==> src/sv/aor_pkg.sv <==
// Shared widths, types and codes for the box overlap resolve pipeline.
package aor_pkg;

  localparam int COORD_W = 24;
  localparam int SIZE_W  = COORD_W - 2;
  localparam int DIFF_W  = COORD_W + 1;
  localparam int SUM_W   = SIZE_W + 1;
  localparam int OV_W    = COORD_W + 3;
  localparam int NSTAGE  = 5;

  typedef logic signed [COORD_W-1:0] coord_t;
  typedef logic [SIZE_W-1:0] size_t_t;
  typedef logic signed [OV_W-1:0] ov_t;

  typedef enum logic [2:0] {
    SIDE_NONE  = 3'd0,
    SIDE_LEFT  = 3'd1,
    SIDE_RIGHT = 3'd2,
    SIDE_DOWN  = 3'd3,
    SIDE_UP    = 3'd4
  } side_t;

  typedef struct packed {
    ov_t    ov2;
    logic   lt;
    coord_t pa;
  } axis_t;

endpackage

==> src/sv/aor_axis.sv <==
// Three-stage per-axis doubled overlap: difference and size sum, magnitude, overlap.
module aor_axis (
  input  logic              clk,
  input  logic [2:0]        en,
  input  aor_pkg::coord_t   pa,
  input  aor_pkg::coord_t   pb,
  input  aor_pkg::size_t_t  sa,
  input  aor_pkg::size_t_t  sb,
  output aor_pkg::axis_t    axis
);

  logic signed [aor_pkg::DIFF_W-1:0] diff_r;
  logic [aor_pkg::SUM_W-1:0]         sum0_r;
  aor_pkg::coord_t                   pa0_r;

  logic [aor_pkg::DIFF_W-1:0]        mag_r;
  logic [aor_pkg::SUM_W-1:0]         sum1_r;
  logic                              lt1_r;
  aor_pkg::coord_t                   pa1_r;

  aor_pkg::axis_t                    axis_r;

  logic [aor_pkg::DIFF_W-1:0]        mag_nxt;
  aor_pkg::ov_t                      ov_nxt;

  always_comb begin
    mag_nxt = diff_r[aor_pkg::DIFF_W-1] ? aor_pkg::DIFF_W'(-diff_r) : aor_pkg::DIFF_W'(diff_r);
    ov_nxt  = aor_pkg::ov_t'({{(aor_pkg::OV_W-aor_pkg::SUM_W){1'b0}}, sum1_r})
            - aor_pkg::ov_t'({{(aor_pkg::OV_W-aor_pkg::DIFF_W-1){1'b0}}, mag_r, 1'b0});
  end

  always_ff @(posedge clk) begin
    if (en[0]) begin
      diff_r <= aor_pkg::DIFF_W'(pb) - aor_pkg::DIFF_W'(pa);
      sum0_r <= aor_pkg::SUM_W'(sa) + aor_pkg::SUM_W'(sb);
      pa0_r  <= pa;
    end
    if (en[1]) begin
      mag_r  <= mag_nxt;
      sum1_r <= sum0_r;
      lt1_r  <= diff_r[aor_pkg::DIFF_W-1];
      pa1_r  <= pa0_r;
    end
    if (en[2]) begin
      axis_r.ov2 <= ov_nxt;
      axis_r.lt  <= lt1_r;
      axis_r.pa  <= pa1_r;
    end
  end

  assign axis = axis_r;

endmodule

==> src/sv/aor_resolve.sv <==
// Axis choice, contact side and depth, then saturated push-out into the output register.
module aor_resolve (
  input  logic              clk,
  input  logic              rst_n,
  input  logic [1:0]        en,
  input  logic              valid,
  input  aor_pkg::axis_t    ax_in,
  input  aor_pkg::axis_t    ay_in,
  input  logic              trig,
  output logic              hit,
  output logic              trigger_only,
  output aor_pkg::side_t    contact_side,
  output aor_pkg::size_t_t  depth,
  output aor_pkg::coord_t   new_x,
  output aor_pkg::coord_t   new_y
);

  // decision stage
  logic              hit_r, tonly_r, xsel_r;
  aor_pkg::side_t    side_r;
  aor_pkg::size_t_t  depth_r;
  aor_pkg::coord_t   px_r, py_r;

  // output stage
  logic              hit_o_r, tonly_o_r;
  aor_pkg::side_t    side_o_r;
  aor_pkg::size_t_t  depth_o_r;
  aor_pkg::coord_t   nx_r, ny_r;

  logic              hit_nxt, tonly_nxt, xsel_nxt;
  aor_pkg::side_t    side_nxt;
  aor_pkg::size_t_t  depth_nxt;
  aor_pkg::ov_t      ov_sel, ov_half;

  logic signed [aor_pkg::DIFF_W-1:0] pos_ext, dep_ext, push;
  aor_pkg::coord_t   pushed, nx_nxt, ny_nxt;

  always_comb begin
    hit_nxt  = !ax_in.ov2[aor_pkg::OV_W-1] && !ay_in.ov2[aor_pkg::OV_W-1];
    xsel_nxt = ax_in.ov2 < ay_in.ov2;
    ov_sel   = xsel_nxt ? ax_in.ov2 : ay_in.ov2;
    ov_half  = (ov_sel + aor_pkg::ov_t'(1)) >>> 1;
    if (ov_half[aor_pkg::OV_W-1:aor_pkg::SIZE_W] != '0) begin
      depth_nxt = '1;
    end else begin
      depth_nxt = ov_half[aor_pkg::SIZE_W-1:0];
    end
    tonly_nxt = 1'b0;
    side_nxt  = aor_pkg::SIDE_NONE;
    if (hit_nxt) begin
      if (xsel_nxt) begin
        if (trig) begin
          tonly_nxt = 1'b1;
        end else begin
          side_nxt = ax_in.lt ? aor_pkg::SIDE_LEFT : aor_pkg::SIDE_RIGHT;
        end
      end else begin
        priority if (ay_in.lt) begin
          side_nxt = aor_pkg::SIDE_DOWN;
        end else if (trig) begin
          tonly_nxt = 1'b1;
        end else begin
          side_nxt = aor_pkg::SIDE_UP;
        end
      end
    end
    if (side_nxt == aor_pkg::SIDE_NONE) begin
      depth_nxt = '0;
    end
  end

  always_comb begin
    pos_ext = xsel_r ? aor_pkg::DIFF_W'(px_r) : aor_pkg::DIFF_W'(py_r);
    dep_ext = aor_pkg::DIFF_W'({1'b0, depth_r});
    if (side_r == aor_pkg::SIDE_LEFT || side_r == aor_pkg::SIDE_DOWN) begin
      push = pos_ext + dep_ext;
    end else begin
      push = pos_ext - dep_ext;
    end
    if (push[aor_pkg::DIFF_W-1] != push[aor_pkg::COORD_W-1]) begin
      pushed = push[aor_pkg::DIFF_W-1] ? {1'b1, {(aor_pkg::COORD_W-1){1'b0}}}
                                       : {1'b0, {(aor_pkg::COORD_W-1){1'b1}}};
    end else begin
      pushed = push[aor_pkg::COORD_W-1:0];
    end
    nx_nxt = px_r;
    ny_nxt = py_r;
    unique case (side_r)
      aor_pkg::SIDE_LEFT, aor_pkg::SIDE_RIGHT: nx_nxt = pushed;
      aor_pkg::SIDE_DOWN, aor_pkg::SIDE_UP:    ny_nxt = pushed;
      default: ;
    endcase
  end

  always_ff @(posedge clk) begin
    if (en[0]) begin
      hit_r   <= hit_nxt;
      tonly_r <= tonly_nxt;
      xsel_r  <= xsel_nxt;
      side_r  <= side_nxt;
      depth_r <= depth_nxt;
      px_r    <= ax_in.pa;
      py_r    <= ay_in.pa;
    end
    if (en[1]) begin
      hit_o_r   <= hit_r;
      tonly_o_r <= tonly_r;
      side_o_r  <= side_r;
      depth_o_r <= depth_r;
      nx_r      <= nx_nxt;
      ny_r      <= ny_nxt;
    end
  end

  assign hit          = hit_o_r;
  assign trigger_only = tonly_o_r;
  assign contact_side = side_o_r;
  assign depth        = depth_o_r;
  assign new_x        = nx_r;
  assign new_y        = ny_r;

`ifndef NO_ASSERTIONS
  a_nohit_clean: assert property (@(posedge clk) disable iff (!rst_n)
    valid && en[1] && !hit_r |=> !hit_o_r && side_o_r == aor_pkg::SIDE_NONE
      && depth_o_r == '0 && !tonly_o_r)
    else $error("non-hit carries a resolution");
  a_tonly_unresolved: assert property (@(posedge clk) disable iff (!rst_n)
    valid && tonly_r |-> hit_r && side_r == aor_pkg::SIDE_NONE && depth_r == '0)
    else $error("trigger-only beat has a side or depth");
  a_side_needs_hit: assert property (@(posedge clk) disable iff (!rst_n)
    valid && side_r != aor_pkg::SIDE_NONE |-> hit_r && !tonly_r)
    else $error("contact side without hit");
  a_x_side_axis: assert property (@(posedge clk) disable iff (!rst_n)
    valid && (side_r == aor_pkg::SIDE_LEFT || side_r == aor_pkg::SIDE_RIGHT) |-> xsel_r)
    else $error("x side on y-resolved beat");
`endif

endmodule

==> src/sv/aor_top_note.sv <==
// Valid-bit chain and per-stage enables for the five-stage box resolve pipeline.
module aor_ctrl (
  input  logic                        clk,
  input  logic                        rst_n,
  input  logic                        in_valid,
  input  logic                        out_ready,
  output logic                        in_ready,
  output logic [aor_pkg::NSTAGE-1:0]  en,
  output logic [aor_pkg::NSTAGE-1:0]  vld
);

  logic [aor_pkg::NSTAGE-1:0] v_r, v_nxt;

  always_comb begin
    en[aor_pkg::NSTAGE-1] = !v_r[aor_pkg::NSTAGE-1] || out_ready;
    for (int k = aor_pkg::NSTAGE - 2; k >= 0; k--) begin
      en[k] = !v_r[k] || en[k+1];
    end
    v_nxt = v_r;
    if (en[0]) v_nxt[0] = in_valid;
    for (int k = 1; k < aor_pkg::NSTAGE; k++) begin
      if (en[k]) v_nxt[k] = v_r[k-1];
    end
  end

  always_ff @(posedge clk) begin
    if (!rst_n) begin
      v_r <= '0;
    end else begin
      v_r <= v_nxt;
    end
  end

  assign in_ready = en[0];
  assign vld      = v_r;

`ifndef NO_ASSERTIONS
  a_accept_enters: assert property (@(posedge clk) disable iff (!rst_n)
    in_valid && in_ready |=> v_r[0])
    else $error("accepted beat not in first stage");
  a_stall_holds: assert property (@(posedge clk) disable iff (!rst_n)
    v_r[aor_pkg::NSTAGE-1] && !out_ready |=> v_r[aor_pkg::NSTAGE-1])
    else $error("stalled result lost");
  a_no_dup: assert property (@(posedge clk) disable iff (!rst_n)
    !v_r[aor_pkg::NSTAGE-2] && out_ready |=> !v_r[aor_pkg::NSTAGE-1])
    else $error("result repeated");
`endif

endmodule

==> src/sv/aabb_overlap_resolve.sv <==
// Top level: two-box minimum-penetration test and push-out, five-stage pipeline.
//
//  channel  handshake              payload
//  in_      in_valid / in_ready    a_x a_y a_width a_height b_x b_y b_width b_height triggers
//  out_     out_valid / out_ready  hit trigger_only contact_side depth new_a_x new_a_y
//
// One beat per cycle sustained while out_ready stays high; out_valid rises once the beat reaches the last stage.
// Stages: difference and size sum, magnitude, doubled overlap, axis choice, push and saturate.
// Each stage holds its beat until the next stage frees, so bubbles close up under a stall.
// Reset clears only the valid bits; the pipeline is empty after reset.
module aabb_overlap_resolve (
  input  logic                    clk,
  input  logic                    rst_n,
  input  logic                    in_valid,
  output logic                    in_ready,
  input  aor_pkg::coord_t         in_a_x,
  input  aor_pkg::coord_t         in_a_y,
  input  aor_pkg::size_t_t        in_a_width,
  input  aor_pkg::size_t_t        in_a_height,
  input  aor_pkg::coord_t         in_b_x,
  input  aor_pkg::coord_t         in_b_y,
  input  aor_pkg::size_t_t        in_b_width,
  input  aor_pkg::size_t_t        in_b_height,
  input  logic                    in_a_is_trigger,
  input  logic                    in_b_is_trigger,
  output logic                    out_valid,
  input  logic                    out_ready,
  output logic                    out_hit,
  output logic                    out_trigger_only,
  output logic [2:0]              out_contact_side,
  output aor_pkg::size_t_t        out_depth,
  output aor_pkg::coord_t         out_new_a_x,
  output aor_pkg::coord_t         out_new_a_y
);

  logic [aor_pkg::NSTAGE-1:0] en, vld;
  aor_pkg::axis_t             ax, ay;
  aor_pkg::side_t             side;
  logic                       trig0_r, trig1_r, trig2_r;

  aor_ctrl u_ctrl (
    .clk       (clk),
    .rst_n     (rst_n),
    .in_valid  (in_valid),
    .out_ready (out_ready),
    .in_ready  (in_ready),
    .en        (en),
    .vld       (vld)
  );

  aor_axis u_axis_x (
    .clk  (clk),
    .en   (en[2:0]),
    .pa   (in_a_x),
    .pb   (in_b_x),
    .sa   (in_a_width),
    .sb   (in_b_width),
    .axis (ax)
  );

  aor_axis u_axis_y (
    .clk  (clk),
    .en   (en[2:0]),
    .pa   (in_a_y),
    .pb   (in_b_y),
    .sa   (in_a_height),
    .sb   (in_b_height),
    .axis (ay)
  );

  always_ff @(posedge clk) begin
    if (en[0]) trig0_r <= in_a_is_trigger | in_b_is_trigger;
    if (en[1]) trig1_r <= trig0_r;
    if (en[2]) trig2_r <= trig1_r;
  end

  aor_resolve u_resolve (
    .clk          (clk),
    .rst_n        (rst_n),
    .en           (en[4:3]),
    .valid        (vld[3]),
    .ax_in        (ax),
    .ay_in        (ay),
    .trig         (trig2_r),
    .hit          (out_hit),
    .trigger_only (out_trigger_only),
    .contact_side (side),
    .depth        (out_depth),
    .new_x        (out_new_a_x),
    .new_y        (out_new_a_y)
  );

  assign out_contact_side = side;
  assign out_valid        = vld[aor_pkg::NSTAGE-1];

endmodule
==> config.mk <==
export PLATFORM = sky130hd
export DESIGN_NAME = aabb_overlap_resolve
export DESIGN_NICKNAME = d
export VERILOG_FILES = /design/src/sv/aor_pkg.sv /design/src/sv/aor_axis.sv /design/src/sv/aor_resolve.sv /design/src/sv/aor_top_note.sv /design/src/sv/aabb_overlap_resolve.sv
export SDC_FILE = /design/constraint.sdc
export NUM_CORES = 1
export LEC_CHECK = 0
export ABC_AREA = 1
export ABC_CLOCK_PERIOD_IN_PS = 13660
export BUFFER_PORTS_ARGS = -buffer_cell sky130_fd_sc_hd__buf_2
export CAP_MARGIN = 40
export CORE_MARGIN = 2
export CORE_UTILIZATION = 49
export CTS_BUF_LIST = sky130_fd_sc_hd__clkbuf_4 sky130_fd_sc_hd__clkbuf_8
export CTS_CLUSTER_DIAMETER = 150
export DETAILED_ROUTE_END_ITERATION = 7
export PLACE_DENSITY = 0.78
export SYNTH_ARGS = -nofsm -noshare
export SYNTH_HDL_FRONTEND = slang
export SYNTH_SLANG_ARGS = --single-unit
==> constraint.sdc <==
create_clock -name clk -period 13.66 [get_ports clk]
set_clock_uncertainty 0.2 [all_clocks]
set_input_delay 1.366 -clock clk [delete_from_list [all_inputs] [get_ports clk]]
set_output_delay 1.366 -clock clk [all_outputs]
set_load 0.02 [all_outputs]
==> Implementation_results.wiki <==
{| class="wikitable"
! Metric !! Value
|-
| Static leakage || 15.0 nW
|-
| Number of gates resized after cts || 0
|-
| Area Overhead vs Synth || 14.0%
|-
| Switching Share || between 40% and 50%
|-
| Hold-fix buffers, CTS || 0
|-
| Required @ worst endpoint || 12,090 ps
|-
| Worst skew pair latency || about 670 ps
|-
| Number of buffers added by the clock tree synthesis step || 87
|-
| Total global-route track usage || between 20% and 30%
|-
| Minimum setup slack in the final design || between 8000 and 9000 ps
|-
| Synth Warn # || 0
|-
| Num rows || 88
|-
| Leading register cell type out of synthesis || sky130_fd_sc_hd__edfxtp_1
|-
| Die H || about 250 um
|-
| Type of the tightest min-delay check || reg2reg
|-
| Most frequent cells after synthesis || sky130_fd_sc_hd__nand2_1, sky130_fd_sc_hd__edfxtp_1, sky130_fd_sc_hd__inv_1
|-
| Routability congestion estimate || 0.928
|-
| TritonCTS clock tree || built
|-
| CP peak stage delay || 420 ps
|-
| Maximum fanout along the worst path || 75
|-
| Starting utilization of the core area || approximately 50%
|-
| Mapped Avg Cell Area || between 10 and 15 um2
|-
| Count of mapped cells out of synthesis || 2,745
|-
| Ranking of synthesized cells by area || sky130_fd_sc_hd__edfxtp_1, sky130_fd_sc_hd__ha_1, sky130_fd_sc_hd__nand2_1
|-
| Overflow left after global routing || 0
|-
| Worst slew margin relative to its limit || approximately two fifths
|-
| Maximum number of pins on one net before global-route repair || between 70 and 80
|-
| Cell mode on critical path || sky130_fd_sc_hd__nor2_1
|-
| Count of input and output buffers || roughly 270
|-
| Total number of H-tree levels || 3
|-
| Number of remaining DRC errors || 0
|-
| Cell count after placement || 3,750
|-
| Routed Wire Length || about 67,000 um
|-
| Count of flip-flops with a built-in enable after synthesis || about 550
|-
| Floorplan die area || 0.0609 mm2
|-
| Net Switching || ~3.4 mW
|-
| Clock transition at the register clock pins on the worst setup and hold paths after CTS || ~60 ps
|-
| Cell Area, Synth || 0.0289 mm2
|-
| Post-layout net count || 3,462
|-
| Synthesis-stage register bit count || 553
|-
| Proportion of power drawn by combinational gates || 49.8%
|-
| Sum of net half-perimeters after detailed placement || around 53,000 um
|-
| Remaining number of nets flagged by the antenna check after routing || 0
|-
| First-pass detailed-route iteration total || 6
|-
| Number of max-capacitance violations reported || 0
|-
| DIE WIDTH || 247 um
|-
| RSZ-0062 raised after global routing || false
|-
| Fraction of final layout cells with drive strength greater than 1 || roughly 14%
|-
| Number of setup buffers added after CTS || 0
|-
| Internal Power || 4.32 mW
|-
| Launching element type of the critical path || primary input
|-
| Pins Over Slew Limit || 0
|-
| Clock period minus final worst setup slack || around 5600 ps
|-
| Sequential share of the synthesized area || a little under three fifths
|-
| Area share of the largest cell type after synthesis || between 50 and 60%
|-
| Post-route setup TNS || 0 ps
|-
| Setup-failing EPs final || 0
|-
| Count of cell types in the netlist || between 40 and 50
|-
| Setup WS pre-CTS || 8060 ps
|-
| Power per Cell Area || about 230 mW/mm2
|-
| Crit path DAT || 4020 ps
|-
| Final Hold Fails || 0
|-
| Final Non-Filler Cells || 3,904
|-
| Max Clk Rate || between 0.15 and 0.2 GHz
|-
| Violation count after the first detailed-route iteration || between 1,500 and 2,000
|-
| WL per Instance || 17.1 um
|-
| CP Capture Type || primary output
|-
| Number of top-level pins || ~270
|-
| CTS sink cnt || between 500 and 600
|-
| Part of the total power dissipated in the clock network || 17.9%
|-
| Share of the clock period used by the worst path after layout || between 40% and 50%
|-
| Least-Margin Pin Slew || just over 900 ps
|-
| Core Region || roughly 0.058 mm2
|-
| Ratio of routed vias to standard cells || a little over 5
|-
| Critical path class || in2out
|-
| First-pass GRT wire length || approximately 100,000 um
|-
| Largest buffer count on any clock path || 3
|-
| Post-synth net total || ~3,100
|-
| Library cell with the largest summed area after synthesis || sky130_fd_sc_hd__edfxtp_1
|-
| Worst IR drop on VDD || approximately 0.25 mV
|-
| Cell with the largest stage delay on the worst path || sky130_fd_sc_hd__nor2_1
|-
| Crit-path cells || buf_2 > nor2_1 > inv_2 > buf_4 > nor2_1 > inv_2 > buf_4 > buf_16 > nor2_1 > inv_4 > nor2_1 > nand2_4 > buf_2
|-
| Vias in the first global route || approximately 19,000
|-
| Root Driver || sky130_fd_sc_hd__clkbuf_8
|-
| Proportion of register bits with asynchronous set or reset after synthesis || 0%
|-
| Number of antenna violations at the first check in global routing || 4
|-
| Sequential share of power || ~32%
|-
| Top-count cell post-synth || sky130_fd_sc_hd__nand2_1
|-
| Hold_ws || roughly 200 ps
|-
| Number of vias after detailed routing || between 20,000 and 25,000
|-
| Run status || finished, final reports clean
|}
metal layers:
metal,global-route usage (%),part of all wire [%],vias up
met5,0,0.031,-
met3,4.69,7.3,106
li1,-,-,10048
met1,30.0,44,9303
met4,7.14,2.4,4
met2,35.7,47,677
kinds of logic after synthesis:
logic type | share of synthesized area [%]
buffers and inverters | 5.43
multiplexers | 0.0390
flip-flops | 57.3
AND/OR/NAND/NOR | 13.4
AO/OA/AOI/OAI | 8.00
XOR/XNOR | 7.10
adder cells (fa/ha/maj) | 8.76
path summary, 6_finish.rpt:
check                                     startpoint                  to  slack, ps  depth (start not counted)
worst max-delay path                       out_ready            in_ready       8070                         13
worst min-delay path               u_axis_y.pa1_r[3]    u_axis_y.axis[3]        200                          0
worst max register to register  u_resolve.depth_r[0]  u_resolve.new_x[2]       8330                         21
worst min register to register     u_axis_y.pa1_r[3]    u_axis_y.axis[3]        200                          0
critical path: cells and delay by family:
kind / cells / cell delay [ps]
buffers and inverters: 8 / 1260
AND/OR/NAND/NOR: 5 / 1330
final cells by class:
class                   instances  area [um2]
diodes                          1        2.50
repair buffers                280        1530
multi-input cells            1790       10800
clock buffers                 114        1400
fillers                      4822       25100
well taps                     765         957
inverters                     362        1370
flip-flops and latches        553       16600
clock inverters                39         332
registers in the layout, summed over array words and instances (netlist names), 25 cells and up:
| signal | flops |
|---|---|
| u_axis_x.axis | 52 |
| u_axis_x.diff_r | 25 |
| u_axis_x.mag_r | 25 |
| u_axis_y.axis | 52 |
| u_axis_y.diff_r | 25 |
| u_axis_y.mag_r | 25 |
power by group through the flow:
stage	combinational [mW]	sequential [mW]	clock, mW
finish	3.85	2.50	1.38
global route	4.34	2.53	1.49
CTS	3.81	2.50	1.41
detailed placement	3.78	2.53	0
global placement	3.71	2.52	0
floorplan	2.95	2.45	0
stage by stage:
step	instance area (um2)	util, %	total power, mW
floorplan	28900	-	5.40
global placement	31100	53.5	6.23
detailed placement	31200	53.7	6.31
CTS	32900	56.7	7.72
global route	32900	56.7	8.35
finish	32900	56.7	7.74
cell usage in the layout (no fill, tap or decap), types with 5 or more instances in the layout:
| master | instances |
|---|---|
| sky130_fd_sc_hd__a21boi_0 | 8 |
| sky130_fd_sc_hd__a21o_1 | 7 |
| sky130_fd_sc_hd__a21oi_1 | 194 |
| sky130_fd_sc_hd__a31oi_1 | 34 |
| sky130_fd_sc_hd__buf_2 | 266 |
| sky130_fd_sc_hd__buf_4 | 8 |
| sky130_fd_sc_hd__bufinv_16 | 5 |
| sky130_fd_sc_hd__clkbuf_4 | 27 |
| sky130_fd_sc_hd__clkbuf_8 | 87 |
| sky130_fd_sc_hd__clkinv_1 | 19 |
| sky130_fd_sc_hd__clkinv_2 | 10 |
| sky130_fd_sc_hd__dfxtp_1 | 5 |
| sky130_fd_sc_hd__edfxtp_1 | 548 |
| sky130_fd_sc_hd__fa_1 | 7 |
| sky130_fd_sc_hd__ha_1 | 191 |
| sky130_fd_sc_hd__inv_1 | 355 |
| sky130_fd_sc_hd__nand2_1 | 557 |
| sky130_fd_sc_hd__nand2_2 | 6 |
| sky130_fd_sc_hd__nand3_1 | 104 |
| sky130_fd_sc_hd__nand3b_1 | 7 |
| sky130_fd_sc_hd__nand4_1 | 16 |
| sky130_fd_sc_hd__nor2_1 | 183 |
| sky130_fd_sc_hd__nor3_1 | 28 |
| sky130_fd_sc_hd__nor4_1 | 5 |
| sky130_fd_sc_hd__o21a_1 | 10 |
| sky130_fd_sc_hd__o21ai_0 | 145 |
| sky130_fd_sc_hd__o21bai_1 | 8 |
| sky130_fd_sc_hd__o221ai_1 | 5 |
| sky130_fd_sc_hd__xnor2_1 | 83 |
| sky130_fd_sc_hd__xor2_1 | 151 |
Power figures use the tool's default switching activity.
